### src/hw/rtl/mf3_pkg.sv
// Shared constants and types of the 3x3 median filter.
package mf3_pkg;

    // Line store depth and derived widths
    localparam int MAX_WIDTH    = 1024;
    localparam int COL_W        = $clog2(MAX_WIDTH);
    localparam int EW_W         = $clog2(MAX_WIDTH + 1);
    localparam int PEND_W       = $clog2(MAX_WIDTH + 2);

    // Register and field widths
    localparam int WIDTH_REG_W  = 11;
    localparam int HEIGHT_REG_W = 13;
    localparam int CFG_DATA_W   = 13;
    localparam int CFG_IDX_W    = 1;
    localparam int CHAN_W       = 8;
    localparam int GRAY_W       = 8;
    localparam int WIN_TAPS     = 9;
    localparam int TAP_IDX_W    = $clog2(WIN_TAPS);

    localparam logic [WIDTH_REG_W-1:0]  WIDTH_RESET  = 11'd28;
    localparam logic [HEIGHT_REG_W-1:0] HEIGHT_RESET = 13'd28;

    typedef enum logic [CFG_IDX_W-1:0] {
        CFG_FRAME_WIDTH  = 1'b0,
        CFG_FRAME_HEIGHT = 1'b1
    } cfg_index_t;

    typedef enum logic {
        OP_PIXEL = 1'b0,
        OP_FLUSH = 1'b1
    } opcode_t;

    typedef struct packed {
        logic [CHAN_W-1:0] red;
        logic [CHAN_W-1:0] green;
        logic [CHAN_W-1:0] blue;
    } pixel_t;

    typedef logic [GRAY_W-1:0] gray_t;
    typedef gray_t [WIN_TAPS-1:0] window_t;

    // Pixel on its way to the output, with its border/interior decision
    typedef struct packed {
        logic   valid;
        logic   interior;
        logic   eof;
        pixel_t pix;
    } emit_t;

    typedef struct packed {
        logic   eof;
        pixel_t pix;
    } out_item_t;

endpackage

### src/hw/rtl/mf3_median9.sv
// Pipelined median-of-nine sorting network with a sideband that follows the data.
module mf3_median9 (
    input  logic             aclk,
    input  logic             aresetn,
    input  logic             en,
    input  mf3_pkg::window_t win_in,
    input  mf3_pkg::emit_t   side_in,
    output mf3_pkg::gray_t   med_out,
    output mf3_pkg::emit_t   side_out
);

    mf3_pkg::window_t sta_reg, sta_next;
    mf3_pkg::window_t stb_reg, stb_next;
    mf3_pkg::window_t stc;
    mf3_pkg::emit_t   side_a_reg;
    mf3_pkg::emit_t   side_b_reg;

    // Compare-exchange: lower value to tap a, higher to tap b
    function automatic mf3_pkg::window_t cas(mf3_pkg::window_t v,
                                             logic [mf3_pkg::TAP_IDX_W-1:0] a,
                                             logic [mf3_pkg::TAP_IDX_W-1:0] b);
        mf3_pkg::window_t r;
        r = v;
        if (v[a] > v[b]) begin
            r[a] = v[b];
            r[b] = v[a];
        end
        return r;
    endfunction

    // Sort each group of three
    always_comb begin
        sta_next = win_in;
        sta_next = cas(sta_next, 4'd1, 4'd2);
        sta_next = cas(sta_next, 4'd4, 4'd5);
        sta_next = cas(sta_next, 4'd7, 4'd8);
        sta_next = cas(sta_next, 4'd0, 4'd1);
        sta_next = cas(sta_next, 4'd3, 4'd4);
        sta_next = cas(sta_next, 4'd6, 4'd7);
        sta_next = cas(sta_next, 4'd1, 4'd2);
        sta_next = cas(sta_next, 4'd4, 4'd5);
        sta_next = cas(sta_next, 4'd7, 4'd8);
    end

    // Cross the groups
    always_comb begin
        stb_next = sta_reg;
        stb_next = cas(stb_next, 4'd0, 4'd3);
        stb_next = cas(stb_next, 4'd5, 4'd8);
        stb_next = cas(stb_next, 4'd4, 4'd7);
        stb_next = cas(stb_next, 4'd3, 4'd6);
        stb_next = cas(stb_next, 4'd1, 4'd4);
        stb_next = cas(stb_next, 4'd2, 4'd5);
        stb_next = cas(stb_next, 4'd4, 4'd7);
    end

    // Final selection of the middle value
    always_comb begin
        stc = stb_reg;
        stc = cas(stc, 4'd4, 4'd2);
        stc = cas(stc, 4'd6, 4'd4);
        stc = cas(stc, 4'd4, 4'd2);
    end

    assign med_out  = stc[4];
    assign side_out = side_b_reg;

    // Advance the sideband with the data
    always_ff @(posedge aclk) begin
        if (!aresetn) begin
            side_a_reg <= '0;
            side_b_reg <= '0;
        end else if (en) begin
            side_a_reg <= side_in;
            side_b_reg <= side_a_reg;
        end
    end

    // Advance the sorting stages
    always_ff @(posedge aclk) begin
        if (en) begin
            sta_reg <= sta_next;
            stb_reg <= stb_next;
        end
    end

endmodule

### config.mk
export PLATFORM = sky130hd
export DESIGN_NAME = mf3_median9
export DESIGN_NICKNAME = d
export VERILOG_FILES = /design/src/hw/rtl/mf3_pkg.sv /design/src/hw/rtl/mf3_median9.sv
export SDC_FILE = /design/constraint.sdc
export NUM_CORES = 1
export LEC_CHECK = 0
export BUFFER_PORTS_ARGS = -buffer_cell sky130_fd_sc_hd__buf_4
export CAP_MARGIN = 25
export CORE_UTILIZATION = 40
export CTS_CLUSTER_SIZE = 24
export DETAILED_ROUTE_END_ITERATION = 8
export GPL_TIMING_DRIVEN = 0
export HOLD_SLACK_MARGIN = 0.03
export PLACE_DENSITY_LB_ADDON = 0.12
export SYNTH_ARGS = -nofsm -noshare
export SYNTH_HDL_FRONTEND = slang
export SYNTH_SLANG_ARGS = --single-unit
export TNS_END_PERCENT = 10
### constraint.sdc
create_clock -name aclk -period 8.5 [get_ports aclk]
set_input_delay 2.125 -clock aclk [delete_from_list [all_inputs] [get_ports aclk]]
set_output_delay 2.125 -clock aclk [all_outputs]
set_load 0.005 [all_outputs]
==> results.tsv <==
stage	metric	value	unit
timing	finalSetupViolCount	0	
route	wl_per_cell	18.05	um
timing	drv_slew	0	
yosys	synth_top_family_by_area	compound AO/OA/AOI/OAI gates	
yosys	syn_avg_cell_area	9.131	um2
route	wl	34.66	mm
critical_path	crit_path_end_kind	output pin	
clock_network	cts_tree	built	
floorplan	core	0.02987	mm2
global_routing	overflow	0	
final_layout	stdcell_area	0.01494	mm2
yosys	synth-simple-area-share	16.82	%
final_layout	diodes	0	
clock_network	clock_latency	0.43	ns
flow_run	drv_cap	0	
critical_path	setup.worst_path.start_class	flip-flop	
final_layout	drive_gt1_share	22.42	%
critical_path	critPathSlowestCell	edfxtp_1	
yosys	synth_xor_xnor_area_share	0.1429	%
floorplan	start_util	41.02	%
yosys	synth_fa_ha_area_share	14.78	%
yosys	synth-seq-area-share	32.35	%
critical_path	max_stage_delay	0.49	ns
route	vias_per_cell	5.569	
worst_hold_path	hold_class	reg2reg	
yosys	synth_compound_area_share	20.45	%
run_status	outcome	complete, no violations	
route	dr_total_vias	10690	
placed_design	portBuffers	136	
final_layout	final_common_cell	buf_4	
placed_design	post-place-ws	-0.8054	ns
route	drt.antenna.violating_nets	0	
yosys	netlist_instances	1342	
final_layout	area_delta_synth_final	21.90	%
global_routing	grt_usage	21.81	%
power_and_ir_drop	finalPower	6608	uW
critical_path	required	6.38	ns
placed_design	place_congestion	0.8918	
yosys	ys_async_sr_fraction	0	%
placed_design	placed_cell_area	0.01379	mm2
final_layout	final_cell_mix	buf_4 (156), ha_1 (135), inv_1 (113)	
timing	fmax	120.3	MHz
timing	finalWorstSetupSlack	0.1890	ns
floorplan	dieArea	0.03134	mm2
critical_path	crit_fanout	7	
clock_network	ctsHoldBuffers	0	
timing	fin_crit	8.311	ns
yosys	mappedNetlistArea	0.01225	mm2
clock_network	clock_sinks	150	
placed_design	hpwl	27.30	mm
placed_design	dp_cells	1869	
clock_network	htree_levels	4	
floorplan	die_y	177.0	um
final_layout	utilization	50.00	%
clock_network	cts_buffers	17	
global_routing	grt_max_degree	58	
route	drc_errors	0	
yosys	ys_ff_latch	150	
global_routing	grt_pass1_wl	53.36	mm
yosys	yosysWarnings	0	
final_layout	final_nets	1763	
final_layout	largest_reg_flops	72	
route	first_iter_violations	761	
timing	fin_skew	0.01202	ns
route	dr.pass1.iters	7	
global_routing	antenna_found_initial	0	
critical_path	crit_arrival	6.19	ns
floorplan	std_cell_rows	63	
clock_network	cts_buffer_depth	2	
yosys	synth_edf_count	96	
yosys	syn-num-nets	1588	
critical_path	worstSetupPathType	reg2out	
power_and_ir_drop	ir_worst_vdd	0.5664	mV
yosys	synth_cell_types	79	
floorplan	fp.dieW	177.0	um
critical_path	cp_common_cell	buf_8	
power_and_ir_drop	leakagePower	0.006618	uW
final_layout	final_cells	1920	
yosys	synth_ff_type	edfxtp_1	
clock_network	path_clk_slew	0.07	ns
timing	hold_violations	0	
power_and_ir_drop	power.density	442.4	mW/mm2
yosys	synthMuxAreaShare	10.05	%
timing	max-slew-margin-rel	42.64	%
global_routing	grt_pass1_vias	9944	
timing	worstMarginPinSlew	0.8603	ns
timing	fin_crit_sh	97.78	%
floorplan	num_io_pins	137	
clock_network	cts_root_buffer	clkbuf_16	
[cells in the mapped netlist (8+ instances only)]
master / instances / area, um2
o21ai_1: 15 / 75.07
dfxtp_1: 54 / 1081
nand3_1: 29 / 145.1
nand2_1: 74 / 277.8
o221a_2: 21 / 236.5
a21o_1: 24 / 180.2
ha_1: 144 / 1802
mux2i_1: 96 / 960.9
edfxtp_1: 96 / 2883
mux2_2: 24 / 270.3
buf_2: 10 / 50.05
buf_1: 9 / 33.78
a21oi_1: 116 / 580.6
a31oi_1: 10 / 62.56
o221a_1: 13 / 146.4
nor3_1: 9 / 45.04
nor2_1: 113 / 424.2
nor2b_1: 70 / 437.9
and3_1: 21 / 131.4
inv_1: 115 / 431.7
a222oi_1: 8 / 80.08
o21ai_0: 68 / 340.3
o21a_1: 15 / 112.6
a221oi_1: 14 / 122.6
or3_1: 22 / 137.6
clkbuf_1: 20 / 75.07
nand2b_1: 11 / 68.82
nand4_1: 15 / 93.84
[path summary, 6_finish.rpt]
check,end,depth (start not counted),start,slack (ns)
worst max register to register,stb_reg[35]$_DFFE_PP_,29,sta_reg[35]$_DFFE_PP_,2.12
worst min-delay path,side_out[16]$_SDFFE_PN0P_,2,side_out[16]$_SDFFE_PN0P_,0.52
worst max-delay path,med_out[6],30,stb_reg[39]$_DFFE_PP_,0.19
worst min register to register,side_out[16]$_SDFFE_PN0P_,2,side_out[16]$_SDFFE_PN0P_,0.52
[timing repair]
item,in CTS,in global routing
resized for setup,20,82
hold endpoints to repair,0,0
pin swaps,5,27
cloned,0,0
buffers inserted,5,15
setup endpoints to repair,22,51
[metrics by stage]
stage	hold slack [ns]	setup TNS, ns
2_1_floorplan	0.4824	0
3_3_place_gp	0.4991	-14.59
3_5_place_dp	0.5066	-19.09
4_1_cts	0.5228	0
5_1_grt	0.5416	-0.3032
6_report	0.5190	0
[report_power, final]
group	internal [uW]	leakage (uW)	total, uW	switching, uW
Clock	392	0.000285	736	344
Combinational	2160	0.00495	4670	2510
Sequential	1040	0.00138	1200	157
[per-layer routing]
metal | GRT usage (%) | vias up | wire length (um)
li1 | - | 5329 | -
met4 | 6.322 | 0 | 710
met3 | 2.427 | 47 | 1127
met2 | 35.84 | 247 | 16370
met1 | 29.98 | 5070 | 16450
met5 | 0 | - | 0
[cell type report]
cell class                      count  area (um2)
Fill cell                        2770       14940
Multi-Input combinational cell   1030        7993
Sequential cell                   150        3964
Timing Repair Buffer              157        1222
Tap cell                          390       488.0
Inverter                          115       431.7
Clock buffer                       17       425.4
Buffer                             46       254.0
Clock inverter                     15       160.2
[critical path: cells and delay by family (launching register included)]
kind            cells  cell delay, ns
compound gates     12            2.27
fa+ha+maj           3            0.85
simple gates        9            1.30
buf+inv             6            0.86
flops               1            0.49
[logic make-up (layout without fill, tap and decap cells)]
kind of cell | Yosys count | after routing
mux | 120 | 120
fa+ha+maj | 145 | 145
xor+xnor | 2 | 2
flops | 150 | 150
compound gates | 363 | 363
buf+inv | 162 | 350
simple gates | 400 | 400
No activity file was read; power rests on OpenSTA's default activity.
