--- src/hw/rtl/mf3_pkg.sv ---
// Shared constants and types of the 3x3 median filter.
package mf3_pkg;

    // Line store depth and derived widths
    localparam int MAX_WIDTH    = 1024;
    localparam int COL_W        = $clog2(MAX_WIDTH);
    localparam int EW_W         = $clog2(MAX_WIDTH + 1);
    localparam int PEND_W       = $clog2(MAX_WIDTH + 2);

    // Register and field widths
    localparam int WIDTH_REG_W  = 11;
    localparam int HEIGHT_REG_W = 13;
    localparam int CFG_DATA_W   = 13;
    localparam int CFG_IDX_W    = 1;
    localparam int CHAN_W       = 8;
    localparam int GRAY_W       = 8;
    localparam int WIN_TAPS     = 9;
    localparam int TAP_IDX_W    = $clog2(WIN_TAPS);

    localparam logic [WIDTH_REG_W-1:0]  WIDTH_RESET  = 11'd28;
    localparam logic [HEIGHT_REG_W-1:0] HEIGHT_RESET = 13'd28;

    typedef enum logic [CFG_IDX_W-1:0] {
        CFG_FRAME_WIDTH  = 1'b0,
        CFG_FRAME_HEIGHT = 1'b1
    } cfg_index_t;

    typedef enum logic {
        OP_PIXEL = 1'b0,
        OP_FLUSH = 1'b1
    } opcode_t;

    typedef struct packed {
        logic [CHAN_W-1:0] red;
        logic [CHAN_W-1:0] green;
        logic [CHAN_W-1:0] blue;
    } pixel_t;

    typedef logic [GRAY_W-1:0] gray_t;
    typedef gray_t [WIN_TAPS-1:0] window_t;

    // Pixel on its way to the output, with its border/interior decision
    typedef struct packed {
        logic   valid;
        logic   interior;
        logic   eof;
        pixel_t pix;
    } emit_t;

    typedef struct packed {
        logic   eof;
        pixel_t pix;
    } out_item_t;

endpackage

--- src/hw/rtl/mf3_out_queue.sv ---
// Two-entry output queue that decouples the result side from the pipeline.
module mf3_out_queue (
    input  logic                aclk,
    input  logic                aresetn,
    input  logic                push,
    input  mf3_pkg::out_item_t  push_item,
    input  logic                pop,
    output mf3_pkg::out_item_t  head,
    output logic                not_empty,
    output logic                full
);

    mf3_pkg::out_item_t ent0_reg, ent1_reg;
    logic [1:0]         cnt_reg, cnt_next;

    assign head      = ent0_reg;
    assign not_empty = (cnt_reg != 2'd0);
    assign full      = (cnt_reg == 2'd2);

    // Occupancy
    always_comb begin
        cnt_next = cnt_reg;
        if (push && !pop) begin
            cnt_next = cnt_reg + 2'd1;
        end else if (pop && !push) begin
            cnt_next = cnt_reg - 2'd1;
        end
    end

    always_ff @(posedge aclk) begin
        if (!aresetn) begin
            cnt_reg <= 2'd0;
        end else begin
            cnt_reg <= cnt_next;
        end
    end

    // Shift on pop, fill the first free slot on push
    always_ff @(posedge aclk) begin
        if (pop) begin
            ent0_reg <= (push && cnt_reg == 2'd1) ? push_item : ent1_reg;
        end else if (push && cnt_reg == 2'd0) begin
            ent0_reg <= push_item;
        end
        if (push && !pop && cnt_reg == 2'd1) begin
            ent1_reg <= push_item;
        end
    end

endmodule

--- config.mk ---
export PLATFORM = sky130hd
export DESIGN_NAME = mf3_out_queue
export DESIGN_NICKNAME = d
export VERILOG_FILES = /design/src/hw/rtl/mf3_pkg.sv /design/src/hw/rtl/mf3_out_queue.sv
export SDC_FILE = /design/constraint.sdc
export NUM_CORES = 1
export LEC_CHECK = 0
export BUFFER_PORTS_ARGS = -buffer_cell sky130_fd_sc_hd__clkbuf_2
export CAP_MARGIN = 20
export CORE_MARGIN = 10
export CORE_UTILIZATION = 45
export CTS_BUF_LIST = sky130_fd_sc_hd__clkbuf_8
export CTS_CLUSTER_DIAMETER = 60
export DETAILED_ROUTE_END_ITERATION = 16
export HOLD_SLACK_MARGIN = 0.02
export PLACE_DENSITY = 0.71
export SKIP_LAST_GASP = 1
export SYNTH_ARGS = -nofsm -noshare
export SYNTH_HDL_FRONTEND = slang
export SYNTH_SLANG_ARGS = --single-unit
--- constraint.sdc ---
create_clock -name aclk -period 3.06 [get_ports aclk]
set_input_delay 0.153 -clock aclk [delete_from_list [all_inputs] [get_ports aclk]]
set_output_delay 0.153 -clock aclk [all_outputs]
set_load 0.02 [all_outputs]
==> results of run 1 <==
==> layout make-up <==
cell class / count / share of cell area, %
sequential: 52 / 61.8
multi-input combinational: 39 / 16.2
timing repair buffer: 57 / 12.4
clock inverter: 3 / 3.61
clock buffer: 5 / 2.76
tap: 52 / 2.61
inverter: 4 / 0.602
==> cells by family after synthesis <==
group | count (synthesis) | share of synthesized area, %
XOR/XNOR | 2 | 0.883
AO/OA/AOI/OAI | 2 | 1.20
buffers and inverters | 6 | 1.89
adder cells (fa/ha/maj) | 4 | 2.52
multiplexers | 25 | 14.2
flip-flops | 52 | 77.7
AND/OR/NAND/NOR | 6 | 1.58
==> critical path, stage by stage, from the launching register on <==
cell and delay, ps:
dfxtp_1 360, inv_1 70, ha_1 220, a21boi_4 680, mux2_2 420
==> cells in the mapped netlist <==
cell type / number
xor2_1: 1
mux2_1: 1
nand2_1: 2
and2_1: 2
buf_6: 2
dfxtp_1: 2
nand3_1: 1
nand2b_1: 1
ha_1: 4
a21boi_4: 1
xnor2_1: 1
edfxtp_1: 50
mux2_2: 24
inv_1: 4
o21ai_0: 1
==> through the flow <==
stage | setup WS [ps] | instance area (um^2) | hold slack, ps | cells | total power [uW]
after floorplan | 1450 | 1980 | 252 | 97 | 1030
after global placement | 1110 | 2310 | 347 | 203 | 1110
after detailed placement | 1040 | 2310 | 348 | 203 | 1120
after CTS | 1020 | 2470 | 26.5 | 211 | 1740
after global routing | 962 | 2490 | 26.7 | 212 | 1800
final | 1050 | 2490 | 37.7 | 212 | 1740
==> worst paths after layout <==
path	start	to	slack (ps)	cells past startpoint
max	cnt_reg[1]	head[18]	1050	4
min	push_item[4]	ent1_reg[4]	40	1
max reg2reg	cnt_reg[1]	head[18]	1050	4
min reg2reg	ent1_reg[11]	head[11]	550	1
==> routing by layer <==
metal,vias to the layer above,routed length (um),track usage (%)
li1,496,-,-
met1,507,1490,11.1
met2,43,1840,16.0
met3,8,372,5.44
met4,0,46,3.53
met5,-,0,0
==> power breakdown <==
group          switching (uW)  internal (uW)  total, uW
clock                     220            409        629
combinational             146           95.7        241
sequential               17.7            850        867
==> out/results.tsv, run 1 <==
metric	value	unit
antenna_found_initial	0	
p_leak	0.000995	uW
htree_num_levels	2	
clk_pin_slew_worst_paths	90	ps
rsz0062_at_grt	no	
clk_latency	300	ps
n_antenna_cell	0	
fin_nets	192	
post-route-period-util	65.6	%
ctsResizeCount	0	
fillers	352	
grt_pass1_vias	1161	
die_area	0.00746	mm^2
crit_type	flop to flop	
layout_min_cycle_time	2010	ps
drtIter0Drc	78	
place.port_buffers	55	
crit_fanout	25	
cts_tree	built	
cts_hold_buf	0	
final_core_util	57.7	%
synth-seq-area-share	77.7	%
power_density	696	mW/mm^2
dpl.hpwl	2730	um
cts_setup_buffers	0	
finalHoldViolations	0	
track_usage	10.0	%
fp.dieH	86.4	um
crit_arrival	2060	ps
worst_setup_path_start_kind	flop	
slew_viol_final	0	
place_congestion	0.716	
grt_pass1_wl	5840	um
wl	3750	um
synth_cell_type_count	15	
cts_buffers	5	
ioPinCount	56	
syn_inst	97	
final_cell_mix	clkbuf_2, edfxtp_1, mux2_2	
clock.fmax	498	MHz
routed_via_density	4.97	
syn_to_final_growth	25.8	%
clkSinkCount	52	
syn-mean-instance-area	20.4	um^2
yosys-top-cells-area	edfxtp_1, mux2_2, ha_1	
cp.required	3110	ps
endpoint_kind	flop	
ys_warn_count	0	
num_vias	1054	
irDropWorstVdd	392	uV
drc	0	
drv_cap	0	
max-clock-path-buffers	2	
outcome	finished, final reports clean	
ant_nets	0	
rows	24	
register_area	0.00154	mm^2
synth_seq_cells	52	
layout_commonest_cell	clkbuf_2	
setup_viol	0	
multiInputGateArea	404	um^2
dr.pass1.iters	4	
synth_top_cell_area_share	75.7	%
finalSetupTns	0	ps
drive_above_1_share	56.3	%
grt_max_degree	26	
overflow	0	
hold_path_class	primary input to flop	
worstMarginPinSlew	834	ps
wl_per_cell	17.7	um
syn_area	0.00198	mm^2
cts_root_buffer	clkbuf_8	
initial_utilization	45.9	%
die_w	86.4	um
yosys.area.top_type	edfxtp_1	
fin_worst_skew	3.72	ps
synth_fp_nets	130	
max_slew_margin	44.3	%
core-area	0.00432	mm^2
(Power assumes the default switching activity.)
==> run 2, diff against run 1 <==
Settings changed: PLACE_DENSITY 0.71 to 0.73.
Clock period 3.06 ns to 1.7 ns, I/O delays scaled along.
==> out/results.tsv, run 2 (synthesized netlist as in run 1, its figures left out) <==
metric	value	unit	change
htree_num_levels	2		unchanged
grt_pass1_vias	1239		+6.7%
cts_buffers	5		unchanged
place_congestion	0.683		-4.5%
track_usage	10.4	%	+0.39 points
irDropWorstVdd	764	uV	+95%
layout_min_cycle_time	1640	ps	-368 ps
rr_endpoint	head[8]		
num_vias	1168		+11%
initial_utilization	45.9	%	unchanged
crit_cells	6		+2
hold_path_class	primary input to flop		
n_antenna_cell	0		unchanged
cp.required	1750	ps	-1360 ps
finalHoldViolations	0		unchanged
ioPinCount	56		unchanged
path_cells	inv_1 > ha_2 > a21boi_4 > buf_12 > clkbuf_16 > mux2_2		
drtIter0Drc	104		+33%
finalInstanceArea	0.00280	mm^2	+12%
wl_per_cell	17.1	um	-3.4%
clk_pin_slew_worst_paths	80	ps	about the same
slew_viol_final	0		unchanged
clock.fmax	610	MHz	+22%
worstMarginPinSlew	176	ps	-658 ps
drc	0		unchanged
syn_to_final_growth	41.3	%	
rows	24		unchanged
clk_latency	300	ps	about the same
ant_nets	0		unchanged
fin_nets	224		+17%
layout_commonest_cell	clkbuf_2		
antenna_found_initial	0		unchanged
crit_fanout	6		-76%
routed_via_density	4.79		-3.7%
min_from	push		
setup_viol	0		unchanged
critPathMaxStageDelay	350	ps	-330 ps
setup_ws	61.6	ps	-992 ps
post-route-period-util	96.4	%	+31 points
worstHoldPathCells	4		+3
clkSinkCount	52		unchanged
fillers	316		-10%
p_leak	0.00113	uW	+14%
worst_setup_path_start_kind	flop		
stdcell_count	244		+15%
drv_cap	0		unchanged
fp.dieH	86.4	um	unchanged
wl	4170	um	+11%
die_area	0.00746	mm^2	unchanged
dr.pass1.iters	6		+2
crit_buf_inv	3		+2
crit_type	flop to flop		
p_total	2820	uW	+62%
register_area	0.00154	mm^2	about the same
crit_arrival	1690	ps	-370 ps
dp_cells	206		+1.5%
core-area	0.00432	mm^2	unchanged
fin_worst_skew	10.8	ps	+7.12 ps
crit_slowest_cell	dfxtp_2		
grt_pass1_wl	6130	um	+4.8%
post-place-ws	52.6	ps	-990 ps
drive_above_1_share	50.5	%	-5.7 points
outcome	finished, final reports clean		
timing.rr.start	cnt_reg[1]		
final_cell_mix	clkbuf_2, edfxtp_1, dlygate4sd3_1		
grt_max_degree	26		unchanged
place.port_buffers	55		unchanged
rsz0062_at_grt	no		
max_slew_margin	88.3	%	+44 points
cts_root_buffer	clkbuf_8		
cts_tree	built		
min_to	cnt_reg[1]		
placed_area	0.00236	mm^2	+2.1%
max-clock-path-buffers	2		unchanged
endpoint_kind	flop		
crit_family	buffers and inverters		
die_w	86.4	um	unchanged
multiInputGateArea	407	um^2	+0.62%
finalSetupTns	0	ps	unchanged
rrSetupSlack	60	ps	-990 ps
ff2ff_path_depth	6		+2
power_density	1010	mW/mm^2	+44%
overflow	0		unchanged
dpl.hpwl	2730	um	+0.26%
## run 2: worst min-delay path: stages
cell and delay, ps:
clkbuf_2 130, ha_1 190, nand3_1 80, o21ai_0 70
## run 2: metal layers
metal / up-vias / global-route usage (%) / part of all wire [%] / wire (um)
li1: 559 / - / - / -
met5: - / 0 / 0 / 0
met1: 572 / 11.8 / 40 / 1690
met4: 0 / 3.09 / 0 / 0
met3: 0 / 4.88 / 6.9 / 287
met2: 37 / 17.1 / 53 / 2200
## run 2: power by group
group          switching [uW]  internal (uW)  total (uW)  leakage (uW)
clock network             358            366         724     0.0000557
logic                     283            249         532      0.000581
registers                32.1           1530        1560      0.000494
total                     674           2140        2820       0.00113
## run 2: cell type report
type                    instances  area share [%]
clock inverters                 1           0.134
repair buffers                 89            24.0
well taps                      52            2.32
inverters                       4           0.536
clock buffers                   7            3.44
flip-flops and latches         52            55.1
multi-input cells              39            14.5
## run 2: per-stage QoR
| stage | hold WS, ps | util, % |
|---|---|---|
| 2_1_floorplan | 184 | - |
| 3_3_place_gp | 279 | 54.5 |
| 3_5_place_dp | 281 | 54.5 |
| 4_1_cts | 287 | 62.8 |
| 5_1_grt | 330 | 64.8 |
| 6_report | 285 | 64.8 |
## run 2: timing repair
item,CTS,global route
hold buffers,26,0
endpoints found under the setup margin,0,1
endpoints found under the hold margin,26,0
buffers inserted,0,1
resized for setup,0,2
## run 2: how the worst max path moves through the flow
| stage | from | to |
|---|---|---|
| 3_3_place_gp | cnt_reg[1] | head[0] |
| 4_1_cts | cnt_reg[1] | head[22] |
| 2_1_floorplan | cnt_reg[1] | ent1_reg[0] |
| 5_1_grt | cnt_reg[1] | head[13] |
| 3_5_place_dp | cnt_reg[1] | head[24] |
| 6_report | cnt_reg[1] | head[8] |
